<file path="config.mk">
export PLATFORM = sky130hd
export DESIGN_NAME = hcbp_ram
export DESIGN_NICKNAME = d
export VERILOG_FILES = /design/src/hw/rtl/hcbp_ram.sv
export SDC_FILE = /design/constraint.sdc
export NUM_CORES = 2
export LEC_CHECK = 0
export ABC_AREA = 1
export BUFFER_PORTS_ARGS = -buffer_cell sky130_fd_sc_hd__buf_2
export CAP_MARGIN = 10
export CORE_ASPECT_RATIO = 0.75
export CORE_MARGIN = 3
export CORE_UTILIZATION = 30
export DETAILED_ROUTE_END_ITERATION = 8
export GPL_ROUTABILITY_DRIVEN = 1
export PLACE_DENSITY = 0.55
export SLEW_MARGIN = 15
export SYNTH_ARGS = -nofsm -noshare
export SYNTH_HDL_FRONTEND = slang
export SYNTH_SLANG_ARGS = --single-unit
</file>
<file path="constraint.sdc">
create_clock -name clk -period 2.8 [get_ports clk]
set_clock_uncertainty 0.15 [all_clocks]
set_input_delay 0 -clock clk [delete_from_list [all_inputs] [get_ports clk]]
set_output_delay 0 -clock clk [all_outputs]
set_load 0.1 [all_outputs]
</file>
<file path="src/hw/rtl/hcbp_ram.sv">
// Generic single-port RAM with registered read.
module hcbp_ram #(
  parameter int WIDTH = 8,
  parameter int DEPTH = 256
) (
  input  logic                     clk,
  input  logic                     we,
  input  logic                     re,
  input  logic [$clog2(DEPTH)-1:0] addr,
  input  logic [WIDTH-1:0]         wdata,
  output logic [WIDTH-1:0]         rdata
);

  logic [WIDTH-1:0] mem [DEPTH];

  always_ff @(posedge clk) begin
    if (we) begin
      mem[addr] <= wdata;
    end
    if (re) begin
      rdata <= mem[addr];
    end
  end

endmodule
</file>
Word level (Yosys, flattened, before mapping)
Memory sizes are Yosys's and may differ from the RTL's. A register that Yosys moved wholly into a read port is not among the register bits.
Cells that the tools add are included.
Word-level totals
  memories: 1
  bits in writable memories: 2048
  bits of input ports: 19
  logic and storage cells: 3
  output and inout bits: 8
  register bits: 0
Cells by class
  multiplexer cells: 2
Memories
  mem: words 256, bits a word 8, rd ports 1, clocked after Yosys merged registers in 1, wr ports 1, line 14  | logic [WIDTH-1:0] mem [DEPTH];
Operators with widths (number)
  $mux 1: 2

Longest topological paths before layout
  depth in word-level cells: 2
  depth in mapped cells: 15
  gate-level depth less buffers: 13

Least setup slack after synthesis
OpenSTA, ideal clock, no wires.
  path type: input port to flip-flop
  start: in addr[1]
  end: mem mem[234][0] (enable)
  arrival: 1.470 ns
  stages on the path: 10
  setup time: 0.370 ns
  path buffers: 4
  setup slack: 0.810 ns
  data required time: 2.280 ns
  cells stage by stage: buf_4 inv_4 nor2_8 buf_4 buf_4 inv_2 nor2_1 nand2_1 clkbuf_1 nor2_1
RTL lines
  start, declared: line 9  | input logic [$clog2(DEPTH)-1:0] addr,
  end, declared: line 14
No word-level cell before the write port.

Worst setup path in the final report
  start: in addr[3]
  end: mem mem[76][1] (enable)
No word-level cell before the write port.

==> summary.txt <==
===============================================================================================
Most used cells in the layout excluding fill and tap cells ....................... 4763 x nand2_1, 2056 x edfxtp_1, 395 x buf_4
Global placement routability congestion ..........................................        0.849
Total global-route track usage ...................................................        0.169
Clock Tree Root ..................................................................    clkbuf_16
Crit end category ................................................................    flip-flop
Setup-failing EPs final ..........................................................            0
Startpoint type of the worst setup path .......................................... primary input
Wire length per cell after detailed routing ......................................      20.3 um
Clock input transition at the sequential cells of the worst setup and hold paths .      0.06 ns
Clock Sinks ......................................................................         2056
Final Routed Wirelength ..........................................................    248000 um
H-tree Lvls ......................................................................            4
Congestion Overflow GR ...........................................................            0
Deepest clock path buffer count ..................................................            4
Port bufs ........................................................................           26
Final critical path time including I/O delays and setup ..........................      2.61 ns
Max-slew headroom at the worst pin ...............................................        0.335
Post-CTS Repair Setup Buffers ....................................................            0
Start point of the critical path .................................................      addr[3]
Placement Cell Area .............................................................. 0.0929 sq mm
Vert. Die Dim ....................................................................       467 um
Setup TNS after final layout .....................................................         0 ns
Number of global-route vias before repair ........................................        55.0k
Leading cell types by total area after synthesis ................................. edfxtp_1 73%, nand2_1 21%, nor2_1 1.6%, nand3_1 1.1%, buf_2 1.1%
Violation count after the first detailed-routing iteration .......................         6592
Syn_nets .........................................................................         8040
Clock tree from TritonCTS ........................................................         done
Chip Width .......................................................................       620 um
Average cell area after synthesis ................................................   10.6 sq um
Largest net degree at the start of global routing ................................           94
Xor and xnor area share after synthesis ..........................................            0
Flop2flop setup slack ............................................................      0.25 ns
Post-Synth Simple-Gate Area ......................................................        0.238
VDD IR max .......................................................................     0.523 mV
Slew @ Worst Pin .................................................................     0.994 ns
Startpoint of the most critical register-to-register path ........................  mem[143][7]
Data required, critical path .....................................................      3.12 ns
Number of ports placed on the die boundary .......................................           27
Cell count after synthesis .......................................................         8021
DIE AREA .........................................................................  0.290 sq mm
Non-filler cells in the finished layout ..........................................        12.3k
Clock buffers created by TritonCTS ...............................................          205
Hold Slack .......................................................................    0.0515 ns
Status ........................................................................... finished clean
Largest area contributor in the synthesized netlist ..............................     edfxtp_1
Synth Area in Compound Gates .....................................................       0.0113
Pwr dens .........................................................................  650 mW/mm^2
Number of cells in the design after placement ....................................        11.9k
Worst flop-to-flop path endpoint .................................................     rdata[7]
Worst slack after detailed placement .............................................   -0.0570 ns
Synthesis Warnings ...............................................................            0
Routed vias ......................................................................        57.7k
Fraction of final layout cells with drive strength greater than 1 ................       0.0938
Cells on worst reg2reg path ......................................................           12
Arrival time worst endpoint ......................................................      2.93 ns
FF+latch area .................................................................... 0.0617 sq mm
First-pass GRT wire length .......................................................    368000 um
Floorplan core area ..............................................................  0.281 sq mm
Most common cell after layout, fill and taps aside ...............................      nand2_1
Adder and majority gate portion of the synthesized area ..........................            0
Unrepaired setup endpoints after global routing ..................................           no
Type of the worst setup path .....................................................    in -> reg
Static leakage power .............................................................      39.2 nW
Combinational family with the most area after synthesis .......................... simple AND/OR/NAND/NOR gates
PnR Total Power ..................................................................      64.6 mW
Filler instances .................................................................        27.6k
Max Cap Violations ...............................................................            0
Worst setup endpoint .............................................................   mem[76][1]
Tcrit/Tclk final .................................................................        0.933
Final Cell Area .................................................................. 0.0994 sq mm
Worst-path fanout max ............................................................           15
Antenna violations before repair .................................................           15
Vias/cell ........................................................................         4.71
Number of placement rows .........................................................          168
Utilization after layout .........................................................        0.354
Register bit total from synthesis ................................................         2056
Area of the mapped netlist ....................................................... 0.0849 sq mm
Number of endpoints with negative hold slack in the final report .................            0
Number of pins with negative max-slew slack in the final report ..................            0
Initial Utilization ..............................................................        0.303
Number of library cell types mapped by synthesis .................................           17
Area of combinational cells with multiple inputs ................................. 0.0213 sq mm
Total iterations of the first detailed-routing run ...............................            6
Worst-skew pair later-pin latency ................................................      0.87 ns
Estimated wirelength of the detail-placed design .................................    152000 um
Post-synthesis mux area share ....................................................            0
Remaining antenna violation count ................................................            0
Net count reported at finish .....................................................         8367
Final worst setup slack ..........................................................     0.188 ns
Layout area overhead .............................................................        17.0%
Remaining design rule violation count ............................................            0
Maximum operating frequency ......................................................      383 MHz
Sequential element share of the synthesized area .................................        0.727
Class of the tightest hold or removal check ......................................    in -> reg
Fraction of synthesized cell area taken by the top area cell type ................        0.727
===============================================================================================
state kept, by name, summed over array words and instances, names as in the netlist:
register,cells
mem,2048
rdata,8
routing by layer:
| metal | up-vias | share of wire | GRT usage | wire length, um |
|---|---|---|---|---|
| li1 | 27040 | - | - | - |
| met4 | 0 | 0.019 | 0.0356 | 4720 |
| met3 | 308 | 0.084 | 0.0302 | 20900 |
| met2 | 2157 | 0.43 | 0.246 | 106000 |
| met5 | - | 0 | 0 | 0 |
| met1 | 28229 | 0.47 | 0.259 | 117000 |
kinds of logic (layout without fill, tap and decap cells):
kind of cell / after synthesis / after routing
buf+inv: 452 / 939
compound gates: 192 / 192
simple gates: 5321 / 5321
flops: 2056 / 2056
other cells: 0 / 4
synthesized netlist by cell type:
library cell  count
inv_4             2
nor2_1          361
buf_4             6
inv_2             2
nor2_8            1
edfxtp_1       2056
a21oi_1          32
clkbuf_1        170
buf_1            52
inv_1            31
nand2_1        4770
buf_2           182
nand2_4           1
buf_6             7
o21ai_0          41
nand3_1         188
o21ai_1         119
area by class of cell:
cell class / count / area share
clock buffers: 258 / 0.0545
inverters: 35 / 0.00166
multi-input cells: 5513 / 0.214
clock inverters: 109 / 0.00826
diodes: 4 / 0.000101
repair buffers: 537 / 0.0533
well taps: 3740 / 0.0471
flip-flops and latches: 2056 / 0.621
power by group:
| group | switching (mW) | internal, mW |
|---|---|---|
| Clock | 11.7 | 14.7 |
| Sequential | 0.0327 | 33.9 |
| Combinational | 3.12 | 1.08 |
worst min path at each step:
| stage | start | end | cells after the start |
|---|---|---|---|
| global placement | re | rdata[7] | 1 |
| floorplan | wdata[0] | mem[0][0] | 0 |
| finish | wdata[1] | mem[97][1] | 2 |
| CTS | wdata[6] | mem[39][6] | 2 |
| global route | wdata[1] | mem[97][1] | 2 |
| detailed placement | re | rdata[7] | 1 |
worst max-delay path, cell delays in order:
cell and delay (ns):
dlygate4sd3_1 0.61, buf_2 0.21, nand2_1 0.17, dlygate4sd3_1 0.67
nor2_1 0.18, nand2_2 0.09, buf_12 0.23, nor2_1 0.74
what timing repair did:
action,4_1_cts,5_1_grt
gates resized for setup,0,1
endpoints found under the hold margin,2433,0
setup endpoints to repair,0,32
hold buffers,22,0
Note: power is estimated with default switching activity, not from simulation.
